===== config.mk =====
export PLATFORM = sky130hd
export DESIGN_NAME = chbp_queue
export DESIGN_NICKNAME = d
export VERILOG_FILES = /design/src/rtl/core/chbp_pkg.sv /design/src/rtl/core/chbp_queue.sv
export VERILOG_INCLUDE_DIRS = /design/src /design/src/rtl/core
export SDC_FILE = /design/constraint.sdc
export NUM_CORES = 1
export LEC_CHECK = 0
export ABC_AREA = 0
export BUFFER_PORTS_ARGS = -buffer_cell sky130_fd_sc_hd__buf_2
export CAP_MARGIN = 20
export CORE_UTILIZATION = 40
export CTS_BUF_LIST = sky130_fd_sc_hd__clkbuf_4 sky130_fd_sc_hd__clkbuf_8
export DETAILED_ROUTE_END_ITERATION = 12
export HOLD_SLACK_MARGIN = 0.06
export PLACE_DENSITY = 0.63
export SLEW_MARGIN = 25
export SYNTH_ARGS = -nofsm -noshare
export SYNTH_HDL_FRONTEND = slang
export SYNTH_SLANG_ARGS = --single-unit
export TNS_END_PERCENT = 1

===== constraint.sdc =====
create_clock -name clk -period 2.9 [get_ports clk]
set_input_delay 0.29 -clock clk [delete_from_list [all_inputs] [get_ports clk]]
set_output_delay 0.29 -clock clk [all_outputs]
set_load 0.02 [all_outputs]

===== src/rtl/core/canonical_huffman_bit_packer_macros.svh =====
// assertion macros shared by the bit packer modules
`ifndef CANONICAL_HUFFMAN_BIT_PACKER_MACROS_SVH
`define CANONICAL_HUFFMAN_BIT_PACKER_MACROS_SVH

// same-cycle implication, checked outside reset
`define CHBP_ASSERT_NOW(lbl, ante, cons, msg) \
  lbl: assert property (@(posedge clk) disable iff (rst) (ante) |-> (cons)) else $error(msg);

// next-cycle implication, checked outside reset
`define CHBP_ASSERT_NEXT(lbl, ante, cons, msg) \
  lbl: assert property (@(posedge clk) disable iff (rst) (ante) |=> (cons)) else $error(msg);

`endif


===== src/rtl/core/chbp_pkg.sv =====
// shared types and constants for the canonical huffman bit packer
`default_nettype none

package chbp_pkg;

  localparam int WORD_BITS   = 16;
  localparam int CODE_W      = 16;
  localparam int LEN_W       = 5;
  localparam int SYM_W       = 8;
  localparam int FILL_W      = 4;
  localparam int QUEUE_DEPTH = 4;
  localparam int QPTR_W      = 2;
  localparam int QCNT_W      = 3;

  typedef enum logic [1:0] {
    OP_BEGIN  = 2'd0,
    OP_DEFINE = 2'd1,
    OP_ENCODE = 2'd2,
    OP_FLUSH  = 2'd3
  } op_t;

  typedef struct packed {
    logic              flush;
    logic [CODE_W-1:0] code;
    logic [LEN_W-1:0]  len;
  } job_t;

endpackage

`default_nettype wire


===== src/rtl/core/chbp_queue.sv =====
// short job queue between front and back end
`default_nettype none

`include "canonical_huffman_bit_packer_macros.svh"

module chbp_queue (
  input  wire logic           clk,
  input  wire logic           rst,
  input  wire logic           push,
  input  wire chbp_pkg::job_t push_job,
  output logic                full,
  output logic                head_valid,
  output chbp_pkg::job_t      head_job,
  input  wire logic           pop
);

  chbp_pkg::job_t                 slots [chbp_pkg::QUEUE_DEPTH];
  logic [chbp_pkg::QPTR_W-1:0]    wr_ptr;
  logic [chbp_pkg::QPTR_W-1:0]    rd_ptr;
  logic [chbp_pkg::QCNT_W-1:0]    count;
  logic                           do_push;
  logic                           do_pop;

  assign full       = (count == chbp_pkg::QCNT_W'(chbp_pkg::QUEUE_DEPTH));
  assign head_valid = (count != '0);
  assign head_job   = slots[rd_ptr];
  assign do_push    = push && !full;
  assign do_pop     = pop && head_valid;

  always_ff @(posedge clk) begin
    if (rst) begin
      wr_ptr <= '0;
      rd_ptr <= '0;
      count  <= '0;
    end else begin
      if (do_push) begin
        wr_ptr <= wr_ptr + 1'b1;
      end
      if (do_pop) begin
        rd_ptr <= rd_ptr + 1'b1;
      end
      unique case ({do_push, do_pop})
        2'b10:   count <= count + 1'b1;
        2'b01:   count <= count - 1'b1;
        default: count <= count;
      endcase
    end
  end

  always_ff @(posedge clk) begin
    if (do_push) begin
      slots[wr_ptr] <= push_job;
    end
  end

  `CHBP_ASSERT_NOW(a_count_bound, 1'b1, count <= chbp_pkg::QCNT_W'(chbp_pkg::QUEUE_DEPTH), "queue overrun")

endmodule

`default_nettype wire


# Word-level counts from Yosys, hierarchy flattened
# Memories as Yosys holds them, arrays and structs flattened. A register that Yosys moved wholly into a read port is not among the register bits.
# Index checks and enable logic that the tools add are counted.
totals:
  wordCells: 21
  in_bits: 26
  regBits: 7
  mem_bits_rw: 88
  out_inout_bits: 24
  n_memories: 1
mem_list:
  columns: ["memory", "depth", "width", "rd", "rd_clocked_by_memory_dff", "wr", "line_no", "rtl"]
  rows:
  - ["slots", 4, 22, 1, 1, 1, "chbp_queue.sv:17", "chbp_pkg::job_t slots [chbp_pkg::QUEUE_DEPTH];"]
classes:
  addsub: 4
  n_reduce_logical: 5
  muxes: 5
  n_eq_ne: 3
op_table:
  columns: ["cell", "count"]
  rows:
  - ["$pmux W3 S2", 1]
  - ["$add A2 B1 Y2 const B", 2]
  - ["$mux W2", 2]
  - ["$add A3 B1 Y3 const B", 1]
  - ["$eq A3 B3 Y1 const B", 1]
  - ["$reduce_bool A3 Y1", 1]
  - ["$sub A3 B1 Y3 const B", 1]
  - ["$eq A2 B1 Y1 const B", 1]
  - ["$eq A2 B2 Y1 const B", 1]
  - ["$logic_and A1 B1 Y1", 2]
  - ["$mux W1", 2]
  - ["$reduce_bool A2 Y1", 1]
  - ["$logic_not A1 Y1", 1]

# Longest topological paths before layout
logic_depth:
  depth_word: 5
  ltp_mapped: 9

# Worst setup path after synthesis
# OpenSTA, ideal clock, no wires.
synth_path:
  path_kind: "register to register"
  start: "register count[2] (netlist name)"
  end: "register count[2] (netlist name)"
  setup_slack_ns: 0.708
  setup_ns: 0.070
  t_required_ns: 2.830
  path_stages_with_launch: 10
  t_arrival_ns: 2.122
  path_buffers: 0
  path_cell_list: "dfxtp_1 nor3b_2 nor2_2 inv_1 ha_1 inv_1 fa_1 xor2_1 or3_1 a21oi_1"
synth_via:
  elab_chain_cells: 5
synth_lines:
  columns: ["element", "line_no", "rtl"]
  rows:
  - ["start, declared", "chbp_queue.sv:20", "logic [chbp_pkg::QCNT_W-1:0] count;"]
  - ["start signal, assigned", "chbp_queue.sv:43", "2'b10: count <= count + 1'b1;"]
  - ["start signal, assigned", "chbp_queue.sv:44", "2'b01: count <= count - 1'b1;"]
  - ["start signal, assigned", "chbp_queue.sv:45", "default: count <= count;"]
  - ["$eq A3 B3 Y1 *", "chbp_queue.sv:24", "assign full = (count == chbp_pkg::QCNT_W'(chbp_pkg::QUEUE_DEPTH));"]
  - ["net full", "chbp_queue.sv:11", "output logic full,"]
  - ["$logic_not A1 Y1 *", "chbp_queue.sv:27", "assign do_push = push && !full;"]
  - ["$logic_and A1 B1 Y1 *", "chbp_queue.sv:27", null]
  - ["$eq A2 B1 Y1 or $eq A2 B2 Y1 (tied branches)", "chbp_queue.sv:42", "unique case ({do_push, do_pop})"]
  - ["$pmux W3 S2 or $reduce_bool A2 Y1 (tied branches)", null, null]
# The timed path passes the listed nets; every way through them passes the cells marked *.
# A chain may end at the register's enable or synchronous reset.

==> metrics.cfg <==
[outcome]
status=complete, but fails checks
violations=design-rule violations

[die]
initial_core_util=0.415
dieHeight_microns=97.6
coreArea_sq_um=8810
die-area_sq_um=9530
pin_count=50
std_cell_rows=34
die_x_microns=97.6

[yosys]
synthCells=166
ys_types=24
syn_area_per_cell_sq_um=22.0
ys_ff_latch=97
synth_edf_count=88
synthFlopType=edfxtp_1
synth_area_sq_um=3660
synth.area.top_cells=edfxtp_1 72%, mux4_2 12%, dfxtp_1 4.9%
ys_async_sr_fraction=0
yosys.area.top_type=edfxtp_1
seq_area_frac_synth=0.772
ys_warn_count=0
synth_top_area_share=0.723
synthesis.nets=198

[setup_path]
critPathBufInv=2
crit_cells=3
crit_end=head_job[4]
cpPeakStageDelay_ns=0.67
r2r-end=count[2]
end_kind=primary output
crit_fanout=15
r2r_cells=9
slowest_stage=dfxtp_2
path_cells=buf_4 > mux4_2 > buf_2
startpoint_type=flip-flop
cpLargestDelayFamily=flip-flops
r2r_start=count[2]
cp_data_required_time_ns=2.61
crit_type=flip-flop to primary output
r2r_slack_ns=0.77
worstPathArrival_ns=2.01

[hold_path]
hp-class=primary input to flip-flop

[clocking]
numCtsBuffers=9
cts.clk_slew.worst_paths_ns=0.10
cts_max_level=3
clkLatencyLatePin_ns=0.36
cts.path.max_buffers=2
postCtsSetupRepairBufs=0
cts_resized=0
clock-sinks=97
hold_buffers=0
cts_tree=yes
clockRootBuffer=clkbuf_8

[power_and_ir_drop]
design_power_total_uw=3470
power_density_nw_per_um2=822
p_leak_uw=0.00145
peakVddDrop_uv=378

[cells_and_area]
areaGrowthSynthToFinish_pct=15.5
layout.cells.non_filler=340
n_antenna_cell=0
nets=259
drive_gt1_frac=0.405

[drt]
wl_per_cell_microns=16.5
vias=1686
vias_per_cell=4.96
totalWireLength_microns=5620
drt_iter0_drc=75
drcViolationCount=8
postRouteAntennaNets=0
first_pass_iters=8

[sta]
finalHoldViolCount=0
finalSetupViolations=0
post-route-period-util=0.794
hold_ws_ns=0.144
fin_skew_ns=0.00704
fin_setup_tns_ns=0
worstMarginPinSlew_ns=0.522
fmax_mhz=434
fin_crit_ns=2.30
drv_slew=0
rsz0062_at_grt=no
relSlewSlack=0.652

[global_routing]
grt_max_degree=23
grt_pass1_wl_microns=9000
grt_usage=0.130
antenna_found_initial=0
overflow=0
grt_pass1_vias=1709

[placement]
routabilityCongestion=0.694
post-place-cells=324
portBuffers=49
dpl.hpwl_microns=3550

[run]
maxCapViolations=0

==> cell type report <==
type	instances	area, sq um
fillers	747	4580
flip-flops and latches	97	2820
multi-input cells	57	771
repair buffers	55	290
well taps	108	135
clock buffers	9	124
clock inverters	7	52.6
inverters	7	26.3
==> worst register-to-register path, cell delays in order (launching register included) <==
cell,delay (ns)
dfxtp_1,0.41
nor3b_2,0.29
nor2_2,0.10
inv_1,0.07
ha_1,0.17
inv_1,0.06
fa_1,0.37
xor2_1,0.15
or3_1,0.30
a21oi_1,0.14
==> synthesized netlist by cell type, drive strengths merged (2+ instances only) <==
library cell	n
a21oi	3
dfxtp	9
nand2b	2
edfxtp	88
or3	3
mux4	22
inv	7
buf	5
nor2	7
and2	4
xor2	3
ha	5
o21ai	2
==> worst min-delay path by stage <==
stage	from	to	slack [ns]	cells past startpoint
3_3_place_gp	push_job[3]	slots[0][3]	0.51	1
5_1_grt	push_job[9]	slots[3][9]	0.13	1
2_1_floorplan	push_job[0]	slots[0][0]	0.39	0
4_1_cts	push_job[9]	slots[0][9]	0.13	1
6_report	push_job[19]	slots[0][19]	0.14	1
3_5_place_dp	push_job[11]	slots[0][11]	0.51	1
==> metal layers <==
metal	share of wire	track usage	vias up	wire length, microns
met4	0.013	0.0559	0	74
met1	0.42	0.160	847	2390
met3	0.046	0.0424	8	258
met2	0.52	0.209	42	2900
li1	-	-	789	-
met5	0	0	-	0
==> registers in the layout, indices dropped and copies added, names as in the netlist, named ones only <==
| register | flops |
|---|---|
| wr_ptr | 2 |
| slots | 88 |
| count | 3 |
| rd_ptr | 2 |
==> per-stage QoR <==
| step | setup WS (ns) | area (sq um) | utilization |
|---|---|---|---|
| after floorplan | 0.708 | 3660 | - |
| after global placement | 0.859 | 4050 | 0.460 |
| after detailed placement | 0.766 | 4050 | 0.460 |
| after CTS | 0.510 | 4220 | 0.480 |
| after global routing | 0.410 | 4220 | 0.480 |
| final | 0.598 | 4220 | 0.480 |
==> cells by family after synthesis <==
group / synth area share
DFF: 0.772
muxes: 0.140
and+or+nand+nor: 0.0267
buffers and inverters: 0.0171
AOI/OAI and AO/OA: 0.0116
adders and majority gates: 0.0226
xor gates and xnor gates: 0.00958
==> cell usage in the layout, fill, tap and decap left out, types with 4 or more instances in the layout <==
master	Yosys	routed
edfxtp_1	88	88
buf_2	2	49
mux4_2	20	20
clkbuf_8	0	9
dfxtp_1	9	8
inv_1	6	6
nor2_1	6	6
buf_4	0	6
ha_1	5	5
and2_1	4	4
==> power by group <==
part	internal, uW	switching [uW]
logic	419	484
registers	1680	111
clock network	319	464
total	2410	1060
No activity file was read; power rests on OpenSTA's default activity.
