`src/rtl/core/canonical_huffman_bit_packer_macros.svh`:
```
// assertion macros shared by the bit packer modules
`ifndef CANONICAL_HUFFMAN_BIT_PACKER_MACROS_SVH
`define CANONICAL_HUFFMAN_BIT_PACKER_MACROS_SVH

// same-cycle implication, checked outside reset
`define CHBP_ASSERT_NOW(lbl, ante, cons, msg) \
  lbl: assert property (@(posedge clk) disable iff (rst) (ante) |-> (cons)) else $error(msg);

// next-cycle implication, checked outside reset
`define CHBP_ASSERT_NEXT(lbl, ante, cons, msg) \
  lbl: assert property (@(posedge clk) disable iff (rst) (ante) |=> (cons)) else $error(msg);

`endif

```
`src/rtl/core/chbp_pkg.sv`:
```
// shared types and constants for the canonical huffman bit packer
`default_nettype none

package chbp_pkg;

  localparam int WORD_BITS   = 16;
  localparam int CODE_W      = 16;
  localparam int LEN_W       = 5;
  localparam int SYM_W       = 8;
  localparam int FILL_W      = 4;
  localparam int QUEUE_DEPTH = 4;
  localparam int QPTR_W      = 2;
  localparam int QCNT_W      = 3;

  typedef enum logic [1:0] {
    OP_BEGIN  = 2'd0,
    OP_DEFINE = 2'd1,
    OP_ENCODE = 2'd2,
    OP_FLUSH  = 2'd3
  } op_t;

  typedef struct packed {
    logic              flush;
    logic [CODE_W-1:0] code;
    logic [LEN_W-1:0]  len;
  } job_t;

endpackage

`default_nettype wire

```
`src/rtl/core/chbp_back.sv`:
```
// back end: msb-first bit accumulator and output word register
`default_nettype none

`include "canonical_huffman_bit_packer_macros.svh"

module chbp_back (
  input  wire logic                            clk,
  input  wire logic                            rst,
  input  wire logic                            head_valid,
  input  wire chbp_pkg::job_t                  head_job,
  output logic                                 pop,
  output logic                                 word_valid,
  input  wire logic                            word_stall,
  output logic [chbp_pkg::WORD_BITS-1:0]       packed_word,
  output logic [chbp_pkg::LEN_W-1:0]           valid_bits
);

  logic [chbp_pkg::WORD_BITS-1:0]   acc;
  logic [chbp_pkg::FILL_W-1:0]      fill;
  logic [chbp_pkg::WORD_BITS-1:0]   acc_next;
  logic [chbp_pkg::FILL_W-1:0]      fill_next;
  logic                             emit;
  logic [chbp_pkg::WORD_BITS-1:0]   word_next;
  logic [chbp_pkg::LEN_W-1:0]       bits_next;
  logic [chbp_pkg::LEN_W-1:0]       total;
  logic [2*chbp_pkg::WORD_BITS-1:0] merged;

  assign pop   = head_valid && (!word_valid || !word_stall);
  assign total = chbp_pkg::LEN_W'(fill) + head_job.len;

  always_comb begin
    merged    = {acc, 16'h0000} |
                (32'(head_job.code) << (6'd32 - 6'(total)));
    acc_next  = acc;
    fill_next = fill;
    emit      = 1'b0;
    word_next = merged[31:16];
    bits_next = 5'd16;
    if (head_job.flush) begin
      word_next = acc;
      bits_next = chbp_pkg::LEN_W'(fill);
      emit      = (fill != '0);
      acc_next  = '0;
      fill_next = '0;
    end else if (total >= 5'd16) begin
      emit      = 1'b1;
      acc_next  = merged[15:0];
      fill_next = total[3:0];
    end else begin
      acc_next  = merged[31:16];
      fill_next = total[3:0];
    end
  end

  always_ff @(posedge clk) begin
    if (rst) begin
      acc        <= '0;
      fill       <= '0;
      word_valid <= 1'b0;
    end else begin
      if (pop) begin
        acc  <= acc_next;
        fill <= fill_next;
      end
      if (pop && emit) begin
        word_valid <= 1'b1;
      end else if (!word_stall) begin
        word_valid <= 1'b0;
      end
    end
  end

  always_ff @(posedge clk) begin
    if (pop && emit) begin
      packed_word <= word_next;
      valid_bits  <= bits_next;
    end
  end

  `CHBP_ASSERT_NEXT(a_flush_clears, pop && head_job.flush, fill == '0, "flush left bits")
  `CHBP_ASSERT_NOW(a_bits_range, word_valid, (valid_bits != '0) && (valid_bits <= 5'd16), "bad bit count")

endmodule

`default_nettype wire

```
`config.mk`:
```
export PLATFORM = sky130hd
export DESIGN_NAME = chbp_back
export DESIGN_NICKNAME = d
export VERILOG_FILES = /design/src/rtl/core/chbp_pkg.sv /design/src/rtl/core/chbp_back.sv
export VERILOG_INCLUDE_DIRS = /design/src /design/src/rtl/core
export SDC_FILE = /design/constraint.sdc
export NUM_CORES = 1
export LEC_CHECK = 0
export ABC_CLOCK_PERIOD_IN_PS = 4760
export BUFFER_PORTS_ARGS = -buffer_cell sky130_fd_sc_hd__buf_2
export CAP_MARGIN = 20
export CORE_MARGIN = 2
export CORE_UTILIZATION = 34
export CTS_CLUSTER_DIAMETER = 150
export DETAILED_ROUTE_END_ITERATION = 10
export GPL_TIMING_DRIVEN = 0
export SLEW_MARGIN = 20
export SYNTH_ARGS = -nofsm -noshare
export SYNTH_HDL_FRONTEND = slang
export SYNTH_SLANG_ARGS = --single-unit
export TNS_END_PERCENT = 1
```
`constraint.sdc`:
```
create_clock -name clk -period 4.76 [get_ports clk]
set_input_delay 0.714 -clock clk [delete_from_list [all_inputs] [get_ports clk]]
set_output_delay 0.714 -clock clk [all_outputs]
set_load 0.01 [all_outputs]
```
# Word-level counts from Yosys, hierarchy flattened
# Cells that the tools add are included.
[totals]
regBits = 42
word_cells = 27
output_inout_bits = 23
[classes]
n_shift = 1
n_mux = 9
reduce_logical = 6
n_bitwise = 1
magnitude_cmp = 1
addsub = 2
n_eq_ne = 1
[ops]
columns = ["op", "count"]
rows = [
  ["$mux 16", 3],
  ["$or 32x32->32", 1],
  ["$shl 16x6->32", 1],
  ["$sub 6x5->6 const A", 1],
  ["$add 4x5->5", 1],
  ["$ge 5x5->1 const B", 1],
  ["$mux 5", 1],
  ["$mux 1", 4],
  ["$mux 4", 1],
  ["$reduce_bool 4->1", 1],
  ["$logic_and 1x1->1", 2],
  ["$logic_not 1->1", 2],
  ["$ne 2x1->1 const B", 1],
  ["$logic_or 1x1->1", 1],
]

# Depth between registers and ports, before layout
[depth]
depth_word = 6
mapped_depth = 15
ltp_nobuf = 11

# Worst setup path before layout
# OpenSTA, ideal clock, no wires.
[synth_path]
path_type = "in2reg"
start = "input head_job[0] (netlist name)"
end = "register packed_word[0] (netlist name) (enable)"
arrival_time_ps = 3325
n_path_buf = 0
path_stages = 7
setup_slack_ps = 1028
cell_sequence = "ha_1 fa_1 a21o_1 a21oi_4 xnor2_4 o21ai_0 a21oi_1"
[synth_via]
elab_chain_len = 5
[synth_rtl]
columns = ["element", "line", "source"]
rows = [
  ["from (decl)", "chbp_back.sv:10", "input wire chbp_pkg::job_t head_job,"],
  ["$add 4x5->5", "chbp_back.sv:29", "assign total = chbp_pkg::LEN_W'(fill) + head_job.len;"],
  ["$ge 5x5->1", "chbp_back.sv:45", "end else if (total >= 5'd16) begin"],
  ["$mux 1", "chbp_back.sv:45", ""],
  ["$mux 1", "chbp_back.sv:39", "if (head_job.flush) begin"],
  ["$logic_and 1x1->1", "chbp_back.sv:74", "if (pop && emit) begin"],
  ["to (signal assigned)", "chbp_back.sv:75", "packed_word <= word_next;"],
  ["to (decl)", "chbp_back.sv:14", "output logic [chbp_pkg::WORD_BITS-1:0] packed_word,"],
]
# No other way between the ends.
# A chain may end at the register's enable or synchronous reset.

# Worst setup path in the final report
[layout_path]
start = "input head_job[0] (netlist name)"
end = "register packed_word[13] (netlist name) (data pin)"
[layout_via]
elab_chain_len = 5
[layout_rtl]
columns = ["element", "line", "source"]
rows = [
  ["$add 4x5->5", "chbp_back.sv:29", ""],
  ["$sub 6x5->6", "chbp_back.sv:33", "(32'(head_job.code) << (6'd32 - 6'(total)));"],
  ["$shl 16x6->32", "chbp_back.sv:33", ""],
  ["$or 32x32->32", "chbp_back.sv:32", "merged = {acc, 16'h0000} |"],
  ["$mux 16", "chbp_back.sv:39", ""],
  ["net word_next, one bit", "chbp_back.sv:23", "logic [chbp_pkg::WORD_BITS-1:0] word_next;"],
]
# The timed path passes the listed nets, and every way through them passes these cells.

==> key figures <==
Run status
  – Status: finished, final reports clean

Worst hold path
  – Worst hold path stage count: 2
  – HP Class: flip-flop to flip-flop
  – Min-delay src: fill[0]
  – Hold EP: fill[0]

Detailed routing
  – Vias: 2,844
  – Final wirelength: 8479 um
  – Detail Route Antenna Nets: 0
  – DRC: 0
  – Drt pass-1 iters: 4
  – Via/cell ratio: 5.643
  – WL/cell: 16.82 um
  – Iteration-0 DRC Markers: roughly 160

Critical path
  – FF-to-FF Start: fill[0]
  – CP startpoint kind: input pin
  – Critical Path Most Common Cell: buf_2
  – CP Class: input pin to flip-flop
  – Crit. End Element: flip-flop
  – Crit path largest cell delay: 0.45 ns
  – Critical path cell sequence: buf_2 > ha_1 > buf_2 > buf_1 > inv_1 > ha_1 > buf_2 > buf_2 > buf_1 > mux4_2 > mux2i_1 > nor4_1 > a21oi_1 > o21bai_1
  – Critical Path RT: 4.80 ns
  – Worst-path fanout max: 10
  – R2r setup slk: 0.77 ns
  – Critical path buffers and inverters: 7
  – Critical Path AT: 4.18 ns
  – CP top delay family: buffers and inverters
  – Reg2reg path depth: 13
  – Reg2reg end: packed_word[13]
  – Worst path slowest cell: buf_1

Yosys
  – Synth Instances: 338
  – Asr flop ratio synth: 0
  – Largest area contributor in the netlist: edfxtp_1
  – Top cell type's share of synthesized area: 0.2011
  – Synthesis Warnings: 0
  – Number of flops mapped to enable cells by yosys: 21
  – Net count after synthesis: 370
  – Largest cells by area after synthesis: edfxtp_1 20%, dfxtp_1 13%, mux2i_1 9.6%, a21oi_1 5.1%, nor2_1 4.9%
  – Seq/Total Area, Yosys: 0.3352
  – Synth Area per Inst: 9.277 sq um
  – Commonest cells post-synth: 41 x nor2_1, 32 x a21oi_1, 30 x mux2i_1
  – Synth Flop Type: edfxtp_1
  – Count of cell types in the netlist: 61
  – Count leader, synth: nor2_1
  – Post-Synthesis Cell Area: 3136 sq um
  – Yosys reg bits: 42

Power and ir drop
  – Total power draw: 1389 uW
  – Pwr/cell area: roughly 380 nW/um^2
  – LEAKAGE: ~0.0015 uW
  – VDD IR max: 119.4 uV

Timing
  – Final worst path period share: 0.8694
  – Final Hold Vio Count: 0
  – Slew HR: 0.4650
  – RSZ-0062 raised after global routing: no
  – Sum Neg Setup Slack: 0 ns
  – Slew @ Worst Pin: 0.7968 ns
  – Minimum clock period: slightly above 4 ns
  – Skew final: 0.007596 ns
  – Fin. max-slew vios: 0
  – Final setup fails: 0
  – F_max: 0.2417 GHz

Floorplan
  – Total die area: between 10,000 and 15,000 sq um
  – I/O Pins: 49
  – Core ar.: 9109 sq um
  – Die H: approximately 100 um
  – Initial Utilization: 0.3442
  – # rows: 35
  – Die Wd: between 100 and 150 um

Clocking
  – Worst-path clk slew: approximately 0.090 ns
  – Post-CTS Hold Buffers: 0
  – CTS Buffer Depth: 2
  – CTS tree: yes
  – Root Driver: clkbuf_8
  – CTS sink cnt: 42
  – Setup Buffers After CTS: 0
  – # resized after CTS: 0
  – Num CTS Buffers: 5
  – H-tree depth: 2
  – Clk Latency, worst-skew pair: approximately 0.30 ns

GRT
  – Grt ovf: 0
  – Vias in the first global route: 2,640
  – First-pass GRT wire length: 13,770 um
  – All-Layer GR Usage: 0.1719
  – Largest net degree at the start of global routing: 23
  – Initial antenna violation count: 0

Placement
  – IO Port Bufs: 47
  – DP Cell Count: 496
  – GPL Wtd Cong: 0.9303
  – HPWL after detailed placement: 6618 um

Final layout
  – Area added between synthesis and finish: 16.68%
  – Layout cells sized above 1: 0.2214
  – Layout fillers: 963
  – Non-Filler Instances: 504
  – Fin nets: 424
  – # diodes: 0

Job
  – Max Cap Violations: 0
-- cells in the final DEF (no fill, tap or decap), drive strengths merged, types with 3 or more instances in the layout --
cell / Yosys / final
buf: 11 / 58
nor2: 41 / 41
a21oi: 34 / 34
mux2i: 30 / 30
dfxtp: 21 / 21
edfxtp: 21 / 21
nand2: 20 / 20
o21ai: 15 / 15
clkbuf: 9 / 14
o21bai: 13 / 13
nor3: 12 / 12
o221ai: 9 / 9
a211oi: 8 / 8
mux2: 8 / 8
and2: 7 / 7
a21o: 6 / 6
inv: 5 / 5
ha: 5 / 5
nor4: 4 / 4
o211ai: 4 / 4
xnor2: 4 / 4
a211o: 3 / 3
o2bb2ai: 3 / 3
nand3: 3 / 3
and3: 3 / 3
mux4: 3 / 3
a32oi: 3 / 3
or3: 3 / 3
a2bb2oi: 3 / 3
-- per-stage QoR --
| step | utilization | worst slack (ns) | instance area [sq um] | hold slack [ns] |
|---|---|---|---|---|
| global placement | 0.3853 | 0.2421 | 3510 | 0.4820 |
| CTS | 0.4016 | 0.6198 | 3659 | 0.5057 |
| floorplan | - | 1.028 | 3136 | 0.4557 |
| finish | 0.4016 | 0.6218 | 3659 | 0.4980 |
| detailed placement | 0.3865 | 0.3302 | 3521 | 0.4888 |
| global route | 0.4016 | 0.3428 | 3659 | 0.5354 |
-- cells by family after synthesis --
logic type               share of synthesized area
adder cells (fa/ha/maj)                    0.02634
AND/OR/NAND/NOR                             0.1584
buffers and inverters                      0.04030
flip-flops                                  0.3352
AO/OA/AOI/OAI                               0.2542
multiplexers                                0.1460
XOR/XNOR                                   0.03951
-- area by class of cell --
type	count	area (sq um)	area share
flip-flops and latches	42	1051	0.2873
repair buffers	47	235.2	0.06430
plain buffers	20	103.9	0.02839
well taps	111	138.9	0.03796
clock buffers	5	68.82	0.01881
multi-input cells	270	1969	0.5383
clock inverters	3	68.82	0.01881
inverters	6	22.52	0.006156
-- tightest hold or removal path, delay by kind of cell (launching register included) --
family | cells | cell delay (ns)
flip-flops | 1 | 0.34
AND/OR/NAND/NOR | 1 | 0.06
AO/OA/AOI/OAI | 1 | 0.05
-- routing by layer --
metal	vias to the layer above	track usage	wire length, um
li1	1394	-	-
met1	1370	0.2477	4148
met2	73	0.2801	3920
met3	7	0.01741	328
met4	0	0.03793	82
met5	-	0	0
-- state kept, by name, summed over array words and instances, names as in the netlist --
name and count:
packed_word 16, fill 4, acc 16, word_valid 1, valid_bits 5
-- report_power, final --
part / leakage [uW] / internal [uW] / total, uW / switching, uW
sequential: 0.000373 / 428 / 443 / 15.1
combinational: 0.00102 / 232 / 602 / 370
clock: 0.0000683 / 210 / 345 / 135
-- worst max path at each step --
| stage | to | cells past startpoint | slack [ns] | start |
|---|---|---|---|---|
| after floorplan | packed_word[0] | 7 | 1.03 | head_job[0] |
| after global placement | packed_word[2] | 8 | 0.24 | head_job[0] |
| after detailed placement | packed_word[13] | 14 | 0.33 | head_job[0] |
| after CTS | packed_word[13] | 14 | 0.62 | head_job[0] |
| after global routing | packed_word[13] | 14 | 0.34 | head_job[0] |
| final | packed_word[13] | 14 | 0.62 | head_job[0] |
No activity file was read; power rests on OpenSTA's default activity.
